`src/rtl/trtm_pkg.sv`:
```
`timescale 1ns / 1ps
package trtm_pkg;
	localparam logic [15:0] T_SYN = 16'd0;
	localparam logic [15:0] T_KEY = 16'd1;
	localparam logic [15:0] T_ABS = 16'd3;
	localparam logic [15:0] C_ABS_X = 16'h00;
	localparam logic [15:0] C_ABS_Y = 16'h01;
	localparam logic [15:0] C_MT_SLOT = 16'h2f;
	localparam logic [15:0] C_MT_POS_X = 16'h35;
	localparam logic [15:0] C_MT_POS_Y = 16'h36;
	localparam logic [15:0] C_MT_TRACK = 16'h39;
	localparam int EV_W = 64;
	localparam logic [2:0] REG_LEFT = 3'd0;
	localparam logic [2:0] REG_RIGHT = 3'd1;
	localparam logic [2:0] REG_TOP = 3'd2;
	localparam logic [2:0] REG_BOTTOM = 3'd3;
	localparam logic [2:0] REG_KEY = 3'd4;

	function automatic logic [15:0] tap_code(input logic [4:0] n);
		unique case (n)
			5'd1: tap_code = 16'h145;
			5'd2: tap_code = 16'h14d;
			5'd3: tap_code = 16'h14e;
			5'd4: tap_code = 16'h14f;
			5'd5: tap_code = 16'h148;
			default: tap_code = 16'h0;
		endcase
	endfunction

	function automatic logic is_x(input logic [15:0] t, input logic [15:0] c);
		is_x = (t == T_ABS) && (c == C_ABS_X || c == C_MT_POS_X);
	endfunction

	function automatic logic is_y(input logic [15:0] t, input logic [15:0] c);
		is_y = (t == T_ABS) && (c == C_ABS_Y || c == C_MT_POS_Y);
	endfunction
endpackage

```
`src/rtl/trtm_ram.sv`:
```
`timescale 1ns / 1ps
module trtm_ram #(
	parameter int WIDTH = 64,
	parameter int DEPTH = 24
) (
	input  logic                     clk,
	input  logic                     we,
	input  logic [$clog2(DEPTH)-1:0] waddr,
	input  logic [WIDTH-1:0]         wdata,
	input  logic [$clog2(DEPTH)-1:0] raddr,
	output logic [WIDTH-1:0]         rdata
);
	logic [WIDTH-1:0] mem [DEPTH];

	always_ff @(posedge clk) begin
		if (we) begin
			mem[waddr] <= wdata;
		end
		rdata <= mem[raddr];
	end
endmodule

```
`src/rtl/touch_region_trackpad_mapper_core.sv`:
```
`timescale 1ns / 1ps
// non-sync request: stored in the event memory unless the memory is full
// sync report: a scan of the SLOT_COUNT slot ids, two multitap steps, a search for the latest x/y
// and a decide step, then the results as the output register frees up, then the closing sync
// one request at a time; a new request is taken once the closing sync sits in the output register
// reset clears control state, slot ids to -1, registers to their reset values; memory is not cleared
module touch_region_trackpad_mapper_core
	import trtm_pkg::*;
#(
	parameter int QUEUE_DEPTH = 24,
	parameter int SLOT_COUNT = 10
) (
	input  logic        clk,
	input  logic        arst_n,
	input  logic        s_tvalid,
	output logic        s_tready,
	input  logic [63:0] s_tdata, // ev_type, ev_code, ev_value
	output logic        m_tvalid,
	input  logic        m_tready,
	output logic [63:0] m_tdata, // out_type, out_code, out_value
	output logic        m_tuser, // out_device
	output logic        m_tlast,
	input  logic        psel,
	input  logic        penable,
	input  logic        pwrite,
	input  logic [4:0]  paddr,
	input  logic [31:0] pwdata,
	output logic [31:0] prdata,
	output logic        pready
);
	localparam int AW = $clog2(QUEUE_DEPTH);
	localparam int CW = $clog2(QUEUE_DEPTH + 1);
	localparam int SW = (SLOT_COUNT > 1) ? $clog2(SLOT_COUNT) : 1;
	localparam int FW = $clog2(SLOT_COUNT + 1);

	typedef enum logic [3:0] {
		IDLE, SCAN, TAP_OLD, TAP_NEW, FIND, DECIDE, SIDE_K, SIDE_S,
		REL_K, REL_S, EMIT, SYNC
	} state_t;

	state_t state_q;
	logic [15:0] left_q, top_q;
	logic [16:0] right_q, bottom_q;
	logic [9:0]  key_q;
	logic [31:0] ids_q [SLOT_COUNT];
	logic [31:0] slot_q;
	logic [CW-1:0] count_q, idx_q;
	logic [FW-1:0] fingers_q, newcnt_q;
	logic [SW-1:0] sidx_q;
	logic signed [31:0] lx_q, ly_q, x_q, y_q, cx_q, cy_q, syncv_q;
	logic side_q, sideval_q, pt_ok_q;
	logic [15:0] tapold_q;
	logic tapnew_q;
	logic fwd_q;
	logic [63:0] fwdata_q;

	logic we;
	logic [AW-1:0] waddr, raddr;
	logic [63:0] wdata, rdata, rd;

	trtm_ram #(.WIDTH(EV_W), .DEPTH(QUEUE_DEPTH)) u_buf (
		.clk(clk), .we(we), .waddr(waddr), .wdata(wdata), .raddr(raddr), .rdata(rdata)
	);

	// write in the same cycle as a read of that entry
	assign rd = fwd_q ? fwdata_q : rdata;

	logic [15:0] in_type, in_code, r_type, r_code;
	logic signed [31:0] in_val, r_val;
	assign in_type = s_tdata[15:0];
	assign in_code = s_tdata[31:16];
	assign in_val = s_tdata[63:32];
	assign r_type = rd[15:0];
	assign r_code = rd[31:16];
	assign r_val = rd[63:32];

	logic out_free, s_acc, is_sync, full;
	assign out_free = !m_tvalid || m_tready;
	assign s_tready = (state_q == IDLE);
	assign s_acc = s_tvalid && s_tready;
	assign is_sync = (in_type == T_SYN) && (in_code == 16'd0);
	assign full = (count_q >= CW'(QUEUE_DEPTH));

	logic tap_en;
	logic [CW-1:0] wptr;
	logic [15:0] tcode;
	// memory write: input events and multitap keys
	always_comb begin
		tcode = tap_code(5'(fingers_q));
		wptr = count_q;
		we = 1'b0;
		wdata = {in_val, in_code, in_type};
		if (state_q == IDLE) begin
			we = s_acc && !is_sync && !full;
		end else if (state_q == TAP_OLD) begin
			we = !full && tapold_q != 16'd0 && newcnt_q != fingers_q;
			wdata = {32'sd0, tapold_q, T_KEY};
		end else if (state_q == TAP_NEW) begin
			we = !full && tapnew_q && tcode != 16'd0;
			wdata = {32'sd1, tcode, T_KEY};
		end
		tap_en = we;
		waddr = wptr[AW-1:0];
	end

	// clamp
	logic signed [33:0] xs, ys, lo_x, hi_x, lo_y, hi_y, ccx, ccy;
	always_comb begin
		xs = 34'(x_q);
		ys = 34'(y_q);
		lo_x = {18'd0, left_q};
		hi_x = {17'd0, right_q};
		lo_y = {18'd0, top_q};
		hi_y = {17'd0, bottom_q};
		if (xs < lo_x) ccx = lo_x;
		else if (xs >= hi_x) ccx = hi_x - 34'sd1;
		else ccx = xs;
		if (ys < lo_y) ccy = lo_y;
		else if (ys >= hi_y) ccy = hi_y - 34'sd1;
		else ccy = ys;
		ccx = ccx - lo_x;
		ccy = ccy - lo_y;
	end
	logic side_now;
	assign side_now = (ys >= lo_y) && (ys < hi_y) && ((xs < lo_x) || (xs >= hi_x));

	logic [CW-1:0] ridx;
	always_comb begin
		ridx = idx_q;
		if (state_q == DECIDE || state_q == SIDE_K || state_q == SIDE_S
			|| state_q == REL_K || state_q == REL_S || state_q == TAP_NEW) begin
			ridx = '0;
		end else if ((state_q == FIND) || (state_q == EMIT && out_free)) begin
			ridx = idx_q + CW'(1);
		end
		raddr = (ridx >= CW'(QUEUE_DEPTH)) ? '0 : ridx[AW-1:0];
	end

	// output register gets a new result this cycle
	logic out_load;
	assign out_load = out_free && ((state_q == SIDE_K) || (state_q == SIDE_S)
		|| (state_q == REL_S) || (state_q == SYNC)
		|| (state_q == REL_K && fingers_q == '0 && side_q && key_q != '0)
		|| (state_q == EMIT && idx_q < count_q));

	logic pw;
	assign pw = psel && penable && pwrite && pready;
	assign pready = 1'b1;
	always_comb begin
		unique case (paddr[4:2])
			REG_LEFT: prdata = {16'd0, left_q};
			REG_RIGHT: prdata = {15'd0, right_q};
			REG_TOP: prdata = {16'd0, top_q};
			REG_BOTTOM: prdata = {15'd0, bottom_q};
			REG_KEY: prdata = {22'd0, key_q};
			default: prdata = '0;
		endcase
	end

	logic [SW-1:0] in_slot;
	assign in_slot = slot_q[SW-1:0];

	always_ff @(posedge clk or negedge arst_n) begin
		if (!arst_n) begin
			state_q <= IDLE;
			left_q <= '0; right_q <= 17'h10000; top_q <= '0; bottom_q <= 17'h10000;
			key_q <= '0;
			for (int i = 0; i < SLOT_COUNT; i++) ids_q[i] <= '1;
			slot_q <= '0; count_q <= '0; idx_q <= '0; fingers_q <= '0; newcnt_q <= '0;
			sidx_q <= '0; lx_q <= '0; ly_q <= '0; x_q <= '0; y_q <= '0;
			cx_q <= '0; cy_q <= '0; syncv_q <= '0; side_q <= 1'b0; sideval_q <= 1'b0;
			pt_ok_q <= 1'b0; tapold_q <= '0; tapnew_q <= 1'b0;
			fwd_q <= 1'b0; fwdata_q <= '0;
			m_tvalid <= 1'b0; m_tdata <= '0; m_tuser <= 1'b0; m_tlast <= 1'b0;
		end else begin
			if (pw) begin
				unique case (paddr[4:2])
					REG_LEFT: left_q <= pwdata[15:0];
					REG_RIGHT: right_q <= pwdata[16:0];
					REG_TOP: top_q <= pwdata[15:0];
					REG_BOTTOM: bottom_q <= pwdata[16:0];
					REG_KEY: key_q <= pwdata[9:0];
					default: ;
				endcase
			end
			fwd_q <= we && (waddr == raddr);
			fwdata_q <= wdata;
			if (m_tvalid && m_tready && !out_load) m_tvalid <= 1'b0;
			if (tap_en) count_q <= count_q + CW'(1);
			unique case (state_q)
				IDLE: if (s_acc) begin
					if (is_sync) begin
						syncv_q <= in_val;
						newcnt_q <= '0;
						sidx_q <= '0;
						state_q <= SCAN;
					end else begin
						if (in_type == T_ABS && in_code == C_MT_SLOT) slot_q <= in_val;
						else if (in_type == T_ABS && in_code == C_MT_TRACK
							&& slot_q < 32'(SLOT_COUNT)) ids_q[in_slot] <= in_val;
					end
				end
				SCAN: begin
					if ($signed(ids_q[sidx_q]) > 0) newcnt_q <= newcnt_q + FW'(1);
					if (32'(sidx_q) == 32'(SLOT_COUNT - 1)) state_q <= TAP_OLD;
					else sidx_q <= sidx_q + SW'(1);
					tapold_q <= tap_code(5'(fingers_q));
				end
				TAP_OLD: begin
					state_q <= TAP_NEW;
					tapnew_q <= (newcnt_q != fingers_q);
					if (newcnt_q != fingers_q) fingers_q <= newcnt_q;
				end
				TAP_NEW: begin
					// only the new-count tap when the count changed
					idx_q <= '0;
					x_q <= lx_q; y_q <= ly_q;
					state_q <= FIND;
				end
				FIND: begin
					if (idx_q < count_q) begin
						if (is_x(r_type, r_code)) x_q <= r_val;
						else if (is_y(r_type, r_code)) y_q <= r_val;
						idx_q <= idx_q + CW'(1);
					end else begin
						state_q <= DECIDE;
					end
				end
				DECIDE: begin
					idx_q <= '0;
					pt_ok_q <= (x_q != -32'sd1) && (y_q != -32'sd1);
					cx_q <= ccx[31:0];
					cy_q <= ccy[31:0];
					if (x_q != -32'sd1 && y_q != -32'sd1) begin
						lx_q <= x_q; ly_q <= y_q;
						if (side_now != side_q) begin
							side_q <= side_now;
							sideval_q <= side_now;
							state_q <= (key_q != '0) ? SIDE_K : REL_K;
						end else state_q <= REL_K;
					end else state_q <= REL_K;
				end
				SIDE_K: if (out_free) begin
					m_tvalid <= 1'b1; m_tuser <= 1'b1; m_tlast <= 1'b0;
					m_tdata <= {{31'd0, sideval_q}, 6'd0, key_q, T_KEY};
					state_q <= SIDE_S;
				end
				SIDE_S: if (out_free) begin
					m_tvalid <= 1'b1; m_tuser <= 1'b1; m_tlast <= 1'b0;
					m_tdata <= {32'd0, 16'd0, T_SYN};
					state_q <= REL_K;
				end
				REL_K: begin
					if (fingers_q == '0 && side_q) begin
						if (key_q != '0) begin
							if (out_free) begin
								side_q <= 1'b0;
								m_tvalid <= 1'b1; m_tuser <= 1'b1; m_tlast <= 1'b0;
								m_tdata <= {32'd0, 6'd0, key_q, T_KEY};
								state_q <= REL_S;
							end
						end else begin
							side_q <= 1'b0;
							state_q <= EMIT;
						end
					end else state_q <= EMIT;
				end
				REL_S: if (out_free) begin
					m_tvalid <= 1'b1; m_tuser <= 1'b1; m_tlast <= 1'b0;
					m_tdata <= {32'd0, 16'd0, T_SYN};
					state_q <= EMIT;
				end
				EMIT: if (out_free) begin
					if (idx_q < count_q) begin
						m_tvalid <= 1'b1; m_tuser <= 1'b0; m_tlast <= 1'b0;
						if (pt_ok_q && is_x(r_type, r_code))
							m_tdata <= {cx_q, r_code, r_type};
						else if (pt_ok_q && is_y(r_type, r_code))
							m_tdata <= {cy_q, r_code, r_type};
						else m_tdata <= rd;
						idx_q <= idx_q + CW'(1);
					end else begin
						state_q <= SYNC;
					end
				end
				SYNC: if (out_free) begin
					m_tvalid <= 1'b1; m_tuser <= 1'b0; m_tlast <= 1'b1;
					m_tdata <= {syncv_q, 16'd0, T_SYN};
					count_q <= '0;
					state_q <= IDLE;
				end
				default: state_q <= IDLE;
			endcase
		end
	end
endmodule

```
`config.mk`:
```
export PLATFORM = sky130hd
export DESIGN_NAME = touch_region_trackpad_mapper_core
export DESIGN_NICKNAME = d
export VERILOG_FILES = /design/src/rtl/trtm_pkg.sv /design/src/rtl/trtm_ram.sv /design/src/rtl/touch_region_trackpad_mapper_core.sv
export SDC_FILE = /design/constraint.sdc
export NUM_CORES = 2
export LEC_CHECK = 0
export BUFFER_PORTS_ARGS = -buffer_cell sky130_fd_sc_hd__buf_4
export CAP_MARGIN = 5
export CORE_MARGIN = 2
export CORE_UTILIZATION = 63
export DETAILED_ROUTE_END_ITERATION = 12
export GPL_TIMING_DRIVEN = 0
export PLACE_DENSITY = 0.8
export SKIP_CTS_REPAIR_TIMING = 1
export SLEW_MARGIN = 25
export SYNTH_ARGS = -nofsm -noshare
export SYNTH_HDL_FRONTEND = slang
export SYNTH_SLANG_ARGS = --single-unit
```
`constraint.sdc`:
```
create_clock -name clk -period 6.75 [get_ports clk]
set_clock_uncertainty 0.1 [all_clocks]
set_input_delay 1.35 -clock clk [delete_from_list [all_inputs] [get_ports clk]]
set_output_delay 1.35 -clock clk [all_outputs]
set_load 0.02 [all_outputs]
```
Word level (Yosys, flattened, before mapping)
Memory sizes are Yosys's and may differ from the RTL's. A register that Yosys moved wholly into a read port is not among the register bits.
Index checks and enable logic that the tools add are counted.
- reduce and logical (&&, ||, !) cells: 89
- bitwise gates (word level): 4
- equal/unequal tests: 58
- shift operators: 0
- muxes and demuxes: 95
- add/sub/neg operators: 8
- divide/modulo/power cells: 0
- multiply operators: 0
- magnitude comparators: 14
- operator list (cell ; count):
    $mux 64 ; 14
    $mux 32 ; 12
    $bwmux 320 ; 1
    $pmux 64 s5 ; 1
    $bmux 32 s4 ; 1
    $demux 32 s4 ; 1
    $pmux 32 s2 ; 2
    $pmux 17 s5 ; 1
    $mux 4 ; 20
    $eq 16x6->1 const B ; 4
    $ge 32x18->1 ; 2
    $lt 32x17->1 ; 2
    $ne 32x1->1 const B ; 2
    $sub 32x17->32 ; 2
    $logic_not 16->1 ; 3
    $pmux 4 s12 ; 1
    $pmux 9 s5 ; 1
    $mux 5 ; 8
    $sub 17x1->18 const B ; 2
    $eq 16x2->1 const B ; 2
    $ge 32x17->1 ; 1
    $gt 32x1->1 const B ; 1
    $lt 32x18->1 ; 1
    $lt 32x4->1 const B ; 1
    other kinds (49) ; 182
- input bits: 108
- latch bits: 0
- memories: 1
- logic and storage cells: 309
- flip-flop bits (word level): 830
- bits in writable memories: 1536
- ROM bits: 0
- memories (name ; depth ; width ; rd ports ; clocked after Yosys merged registers in ; write ports ; line ; source):
    u_buf.mem ; 24 ; 64 ; 1 ; 1 ; 1 ; trtm_ram.sv:13 ; logic [WIDTH-1:0] mem [DEPTH];

Longest topological paths before layout
- depth after elaboration: 14
- mapped depth: 24

Hierarchy
From an unflattened synthesis, not the netlist that was laid out.
- cells, all modules: 6722
- area, all modules: 100701.6 um^2
- modules (own cells, without submodules) (module ; times used ; area an instance (um^2) ; cells an instance):
    trtm_ram ; 1 ; 60349.1 ; 3056
    touch_region_trackpad_mapper_core ; 1 ; 40352.5 ; 3666

Worst setup path before layout
No wires, ideal clock.
- path type: input -> register
- from: in s_tdata[3]
- to: mem u_buf.mem[15][0], enable pin
- path buffers: 0
- stages: 7
- slack: 0.939 ns
- arrival time: 5.223 ns
- path through: nor4_1 > nand4_1 > nor3_1 > o221a_2 > a21oi_1 > nand2_1 > nor2_1
- longest elaborated chain between the ends: 8
- RTL lines (what ; line ; source):
    from (decl) ; touch_region_trackpad_mapper_core.sv:17 ; input logic [63:0] s_tdata,
    $logic_not 16->1 ; touch_region_trackpad_mapper_core.sv:81 ; assign is_sync = (in_type == T_SYN) && (in_code == 16'd0);
    $logic_and 1x1->1 ; touch_region_trackpad_mapper_core.sv:81 ;
    $logic_not 1->1 ; touch_region_trackpad_mapper_core.sv:94 ; we = s_acc && !is_sync && !full;
    $logic_and 1x1->1 (2 in a row) ; touch_region_trackpad_mapper_core.sv:94 ;
    $mux 1 ; touch_region_trackpad_mapper_core.sv:93 ; if (state_q == IDLE) begin
    $mux 1 ; trtm_ram.sv:16 ; if (we) begin
    $mux 1 (not written as such) ; trtm_ram.sv:17 ; mem[waddr] <= wdata;
    to (decl) ; trtm_ram.sv:13 ;
Every way passes these cells.

Worst setup path in the final report
- from: reg bottom_q[16]
- to: reg cy_q[22]
- longest elaborated chain between the ends: 4
- elaborated cells between the ends (all ways): 5
- classes of those cells: 2 x add/sub; 1 x order compare; 2 x mux
- RTL lines (what ; line ; source):
    from (decl) ; touch_region_trackpad_mapper_core.sv:43 ; logic [16:0] right_q, bottom_q;
    from (signal assigned) ; touch_region_trackpad_mapper_core.sv:181 ; REG_BOTTOM: bottom_q <= pwdata[16:0];
    $ge 32x18->1 or $sub 17x1->18 (tied branches) ; touch_region_trackpad_mapper_core.sv:119 ; else if (ys >= hi_y) ccy = hi_y - 34'sd1;
    $mux 32 * ; touch_region_trackpad_mapper_core.sv:119 ;
    $mux 32 * ; touch_region_trackpad_mapper_core.sv:118 ; if (ys < lo_y) ccy = lo_y;
    $sub 32x17->32 * ; touch_region_trackpad_mapper_core.sv:122 ; ccy = ccy - lo_y;
    to (signal assigned) ; touch_region_trackpad_mapper_core.sv:233 ; cy_q <= ccy[31:0];
    to (decl) ; touch_region_trackpad_mapper_core.sv:50 ; logic signed [31:0] lx_q, ly_q, x_q, y_q, cx_q, cy_q, syncv_q;
Mark *: on every way between the ends. The rest lies on a longest branch, timed or not.
A chain may end at the register's enable or synchronous reset.

==> reports/qor.log <==
qor: outcome.status completed
qor: power_and_ir_drop.power_leakage 43.74 nW
qor: global_routing.grt_max_degree 140
qor: sta.fmaxAchievable 0.1588 GHz
qor: worst_setup_path.reg2reg_setup_slack 0.45 ns
qor: logic_synthesis.synth_ff_type sky130_fd_sc_hd__edfxtp_1
qor: worst_setup_path.critical_path.startpoint bottom_q[16]$_DFFE_PN1P_
qor: detailed_routing.antenna_violating_nets_post_route 0
qor: clock_tree.cts_sinks 2419
qor: finish.ratio_of_cells_with_drive_above_1_in_the_final_layout 21.25%
qor: global_routing.via_count_of_the_first_global_routing_pass 68140
qor: clock_tree.ctsRootBufferMaster sky130_fd_sc_hd__clkbuf_16
qor: global_routing.grt_util_all_layers 37.61%
qor: finish.design.final.nets 8238
qor: die.core.rowCount 146
qor: worst_setup_path.timing.critical_path.buf_inv 3
qor: sta.timing.final.max_slew_violations 0
qor: worst_setup_path.critical-path-top-delay-family compound AO/OA/AOI/OAI gates
qor: sta.worst_slew_margin_rel 13.06%
qor: clock_tree.cts_made_buffers 227
qor: die.pin_count 209
qor: clock_tree.htree_num_levels 4
qor: worst_setup_path.worst_ep_arrival_time 6.99 ns
qor: place.gpl.final_weighted_congestion 0.9689
qor: power_and_ir_drop.powerDensity 461.1 nW/µm²
qor: detailed_routing.met3_wirelength 40650 µm
qor: clock_tree.tritoncts done
qor: logic_synthesis.post_synth_num_cell_types 92
qor: detailed_routing.vias_per_cell 6.830
qor: logic_synthesis.syn_area 100800 µm²
qor: logic_synthesis.seq_area_frac_synth 67.73%
qor: worst_setup_path.timing.rr.start bottom_q[16]$_DFFE_PN1P_
qor: sta.grt_setup_unrepaired false
qor: worst_setup_path.critical_path_peak_fanout 10
qor: sta.worst_pin_slew 1.268 ns
qor: die.initial_utilization 63.52%
qor: sta.setup-violations-final 0
qor: logic_synthesis.async_flop_share 33.86%
qor: global_routing.grt_overflow 0
qor: power_and_ir_drop.peak_supply_drop 355.5 µV
qor: logic_synthesis.ys_warn_count 0
qor: clock_tree.clock_latency 0.87 ns
qor: finish.finalCoreUtilization 72.85%
qor: detailed_routing.postRouteWirelength 309400 µm
qor: die.dieWidth 404.1 µm
qor: logic_synthesis.synthCells 7466
qor: job.cap_violations 0
qor: place.dp_hpwl 212700 µm
qor: detailed_routing.detailroute.via_count 70370
qor: power_and_ir_drop.design_power_total 0.05332 W
qor: global_routing.initial_antenna_violation_count 33
qor: finish.area_growth 14.68%
qor: die.placeableCoreArea 158700 µm²
qor: sta.worst_slack 0.4509 ns
qor: worst_setup_path.critPathSlowestCell sky130_fd_sc_hd__nor2_1
qor: worst_setup_path.crit_path_max_incr_delay 0.61 ns
qor: detailed_routing.wire_per_inst 30.03 µm
qor: detailed_routing.detailedRoute.firstPassIterationCount 10
qor: detailed_routing.met2_routed_length 135900 µm
qor: worst_setup_path.critical_path_cell_by_cell inv_1 -> ha_1 -> nor4_1 -> nand4_1 -> a211oi_1 -> a31oi_1 -> nor2_1 -> clkbuf_1 -> o21ai_0 -> mux2i_1 -> ha_1 -> inv_1 -> fa_1 -> a211oi_1 -> o21bai_1 -> a211oi_1 -> o31ai_1 -> a21o_1 -> a21oi_1 -> a21oi_1 -> nor2_1
qor: sta.report.final.hold_viol_count 0
qor: place.port_buffers 174
qor: detailed_routing.wl_met1 112900 µm
qor: worst_setup_path.element_type_at_the_critical_path_start flip-flop
qor: logic_synthesis.synth-seq-cells 2419
qor: sta.period_needed 6.299 ns
qor: logic_synthesis.synth_enable_flop_cells 1536
qor: global_routing.first_pass_grt_wire_length 449200 µm
qor: worst_setup_path.cp_common_cell sky130_fd_sc_hd__a211oi_1
qor: finish.final.fill_count 9421
qor: worst_setup_path.worstPathRequired 7.44 ns
qor: die.dieArea 163300 µm²
qor: detailed_routing.highest_layer met5
qor: clock_tree.cts_buffer_depth 3
qor: detailed_routing.drt_iter0_drc 11450
qor: min_path.hp-class in -> async
qor: worst_setup_path.crit_path_end_kind flip-flop
qor: detailed_routing.route.detailed.drc 0
qor: worst_setup_path.path_class reg -> reg
qor: place.pre_cts_slack 0.4368 ns
qor: sta.finalCritPeriodShare 93.32%
qor: clock_tree.worst_path_clk_slew 0.06 ns
qor: die.die_y 404.1 µm
qor: logic_synthesis.synthesis.area_per_instance 13.51 µm²
report_power, final:
part           total (W)  internal (W)  switching, W  leakage [nW]
clock             0.0129       0.00723       0.00564          3.67
combinational     0.0211       0.00625        0.0149          15.9
sequential        0.0194        0.0182       0.00119          24.2
total             0.0533        0.0316        0.0217          43.7
worst paths after layout:
check | to | cells after the start
max | cy_q[22]$_DFFE_PN0P_ | 21
min | bottom_q[8]$_DFFE_PN0P_ | 1
max reg2reg | cy_q[22]$_DFFE_PN0P_ | 21
min reg2reg | cx_q[10]$_DFFE_PN0P_ | 2
max in group asynchronous | slot_q[0]$_DFFE_PN0P_ | 6
min in group clk | cx_q[10]$_DFFE_PN0P_ | 2
cell families after synthesis:
| logic type | synth area share, % |
|---|---|
| buffers and inverters | 2.483 |
| XOR/XNOR | 0.5993 |
| multiplexers | 8.994 |
| flip-flops | 67.73 |
| other | 0.007447 |
| adder cells (fa/ha/maj) | 1.427 |
| AND/OR/NAND/NOR | 10.12 |
| AO/OA/AOI/OAI | 8.632 |
Yosys cell counts (all sizes together) (14+ instances only):
library cell / count / area [µm²]
o22ai: 17 / 106.4
a221o: 67 / 670.6
mux2: 633 / 7128
xnor2: 53 / 464.2
dfxtp: 64 / 1281
nand2: 1134 / 4257
and3: 72 / 450.4
ha: 111 / 1389
nor2: 288 / 1141
edfxtp: 1536 / 46120
o31ai: 99 / 743.2
a21o: 14 / 105.1
a32oi: 67 / 586.8
mux2i: 176 / 1762
a21oi: 175 / 875.8
dfrtp: 497 / 12440
nor3: 40 / 222.7
o21a: 22 / 165.2
a211oi: 79 / 593.1
a311oi: 128 / 1121
inv: 91 / 341.6
o211a: 66 / 660.6
dfstp: 322 / 8461
o21ai: 233 / 1170
buf: 126 / 739.5
nand2b: 28 / 175.2
a22oi: 117 / 878.3
nand4: 60 / 375.4
nand3: 288 / 1441
nor2b: 78 / 488.0
a31oi: 75 / 469.2
clkbuf: 378 / 1419
nor4: 167 / 1060
xor2: 16 / 140.1
layer usage:
layer	track usage (%)	vias up
met4	20.22	14
met5	0	-
li1	-	29140
met3	10.77	978
met1	51.32	34980
met2	55.09	5256
flip-flops by register name, summed over array words and instances, names as in the netlist, 64 cells and up:
register     count
m_tdata         64
fwdata_q        64
ids_q          320
u_buf.rdata     64
u_buf.mem     1536
cell usage in the layout (no fill, tap or decap), types with 37 or more instances in the layout:
cell type and count:
sky130_fd_sc_hd__a211oi_1 79, sky130_fd_sc_hd__a21oi_1 171, sky130_fd_sc_hd__a221o_1 67, sky130_fd_sc_hd__a22oi_1 117, sky130_fd_sc_hd__a311oi_1 128, sky130_fd_sc_hd__a31oi_1 75
sky130_fd_sc_hd__a32oi_1 67, sky130_fd_sc_hd__and3_1 72, sky130_fd_sc_hd__buf_16 69, sky130_fd_sc_hd__buf_2 46, sky130_fd_sc_hd__buf_4 225, sky130_fd_sc_hd__clkbuf_1 407
sky130_fd_sc_hd__clkbuf_16 232, sky130_fd_sc_hd__clkbuf_2 37, sky130_fd_sc_hd__clkinv_2 43, sky130_fd_sc_hd__dfrtp_1 497, sky130_fd_sc_hd__dfstp_2 322, sky130_fd_sc_hd__dfxtp_1 64
sky130_fd_sc_hd__edfxtp_1 1536, sky130_fd_sc_hd__ha_1 111, sky130_fd_sc_hd__inv_1 91, sky130_fd_sc_hd__mux2_1 126, sky130_fd_sc_hd__mux2_2 507, sky130_fd_sc_hd__mux2i_1 169
sky130_fd_sc_hd__nand2_1 1134, sky130_fd_sc_hd__nand3_1 288, sky130_fd_sc_hd__nand4_1 60, sky130_fd_sc_hd__nor2_1 253, sky130_fd_sc_hd__nor2b_2 50, sky130_fd_sc_hd__nor3_1 37
sky130_fd_sc_hd__nor4_1 164, sky130_fd_sc_hd__o211a_1 66, sky130_fd_sc_hd__o21ai_0 232, sky130_fd_sc_hd__o31ai_1 99, sky130_fd_sc_hd__xnor2_1 53
layout make-up:
| class | instances | area [µm²] | share of cell area, % |
|---|---|---|---|
| inverter | 92 | 345.3 | 0.2986 |
| antenna | 15 | 37.54 | 0.03246 |
| clock inverter | 105 | 1067 | 0.9229 |
| clock buffer | 324 | 6411 | 5.544 |
| sequential | 2419 | 68300 | 59.06 |
| timing repair buffer | 308 | 4121 | 3.564 |
| buffer | 504 | 2205 | 1.906 |
| multi-input combinational | 4465 | 30560 | 26.42 |
| tap | 2072 | 2592 | 2.242 |
worst register-to-register path, stage by stage, from the launching register on:
cell and delay (ns):
sky130_fd_sc_hd__dfstp_2 0.56, sky130_fd_sc_hd__inv_1 0.11, sky130_fd_sc_hd__ha_1 0.25, sky130_fd_sc_hd__nor4_1 0.18, sky130_fd_sc_hd__nand4_1 0.24, sky130_fd_sc_hd__a211oi_1 0.34, sky130_fd_sc_hd__a31oi_1 0.23, sky130_fd_sc_hd__nor2_1 0.61
sky130_fd_sc_hd__clkbuf_1 0.54, sky130_fd_sc_hd__o21ai_0 0.17, sky130_fd_sc_hd__mux2i_1 0.17, sky130_fd_sc_hd__ha_1 0.18, sky130_fd_sc_hd__inv_1 0.06, sky130_fd_sc_hd__fa_1 0.44, sky130_fd_sc_hd__a211oi_1 0.34, sky130_fd_sc_hd__o21bai_1 0.15
sky130_fd_sc_hd__a211oi_1 0.35, sky130_fd_sc_hd__o31ai_1 0.18, sky130_fd_sc_hd__a21o_1 0.20, sky130_fd_sc_hd__a21oi_1 0.31, sky130_fd_sc_hd__a21oi_1 0.33, sky130_fd_sc_hd__nor2_1 0.21
metrics by stage:
stage	instances	instance area (µm²)	hold slack (ns)	setup TNS (ns)
2_1_floorplan	7480	100900	0.3418	0
3_3_place_gp	9726	104800	0.3579	-6384.92
3_5_place_dp	9859	108100	0.3668	0
4_1_cts	10290	115600	0.2542	0
5_1_grt	10290	115600	0.2814	0
6_report	10300	115600	0.2716	0
(Power assumes the default switching activity.)
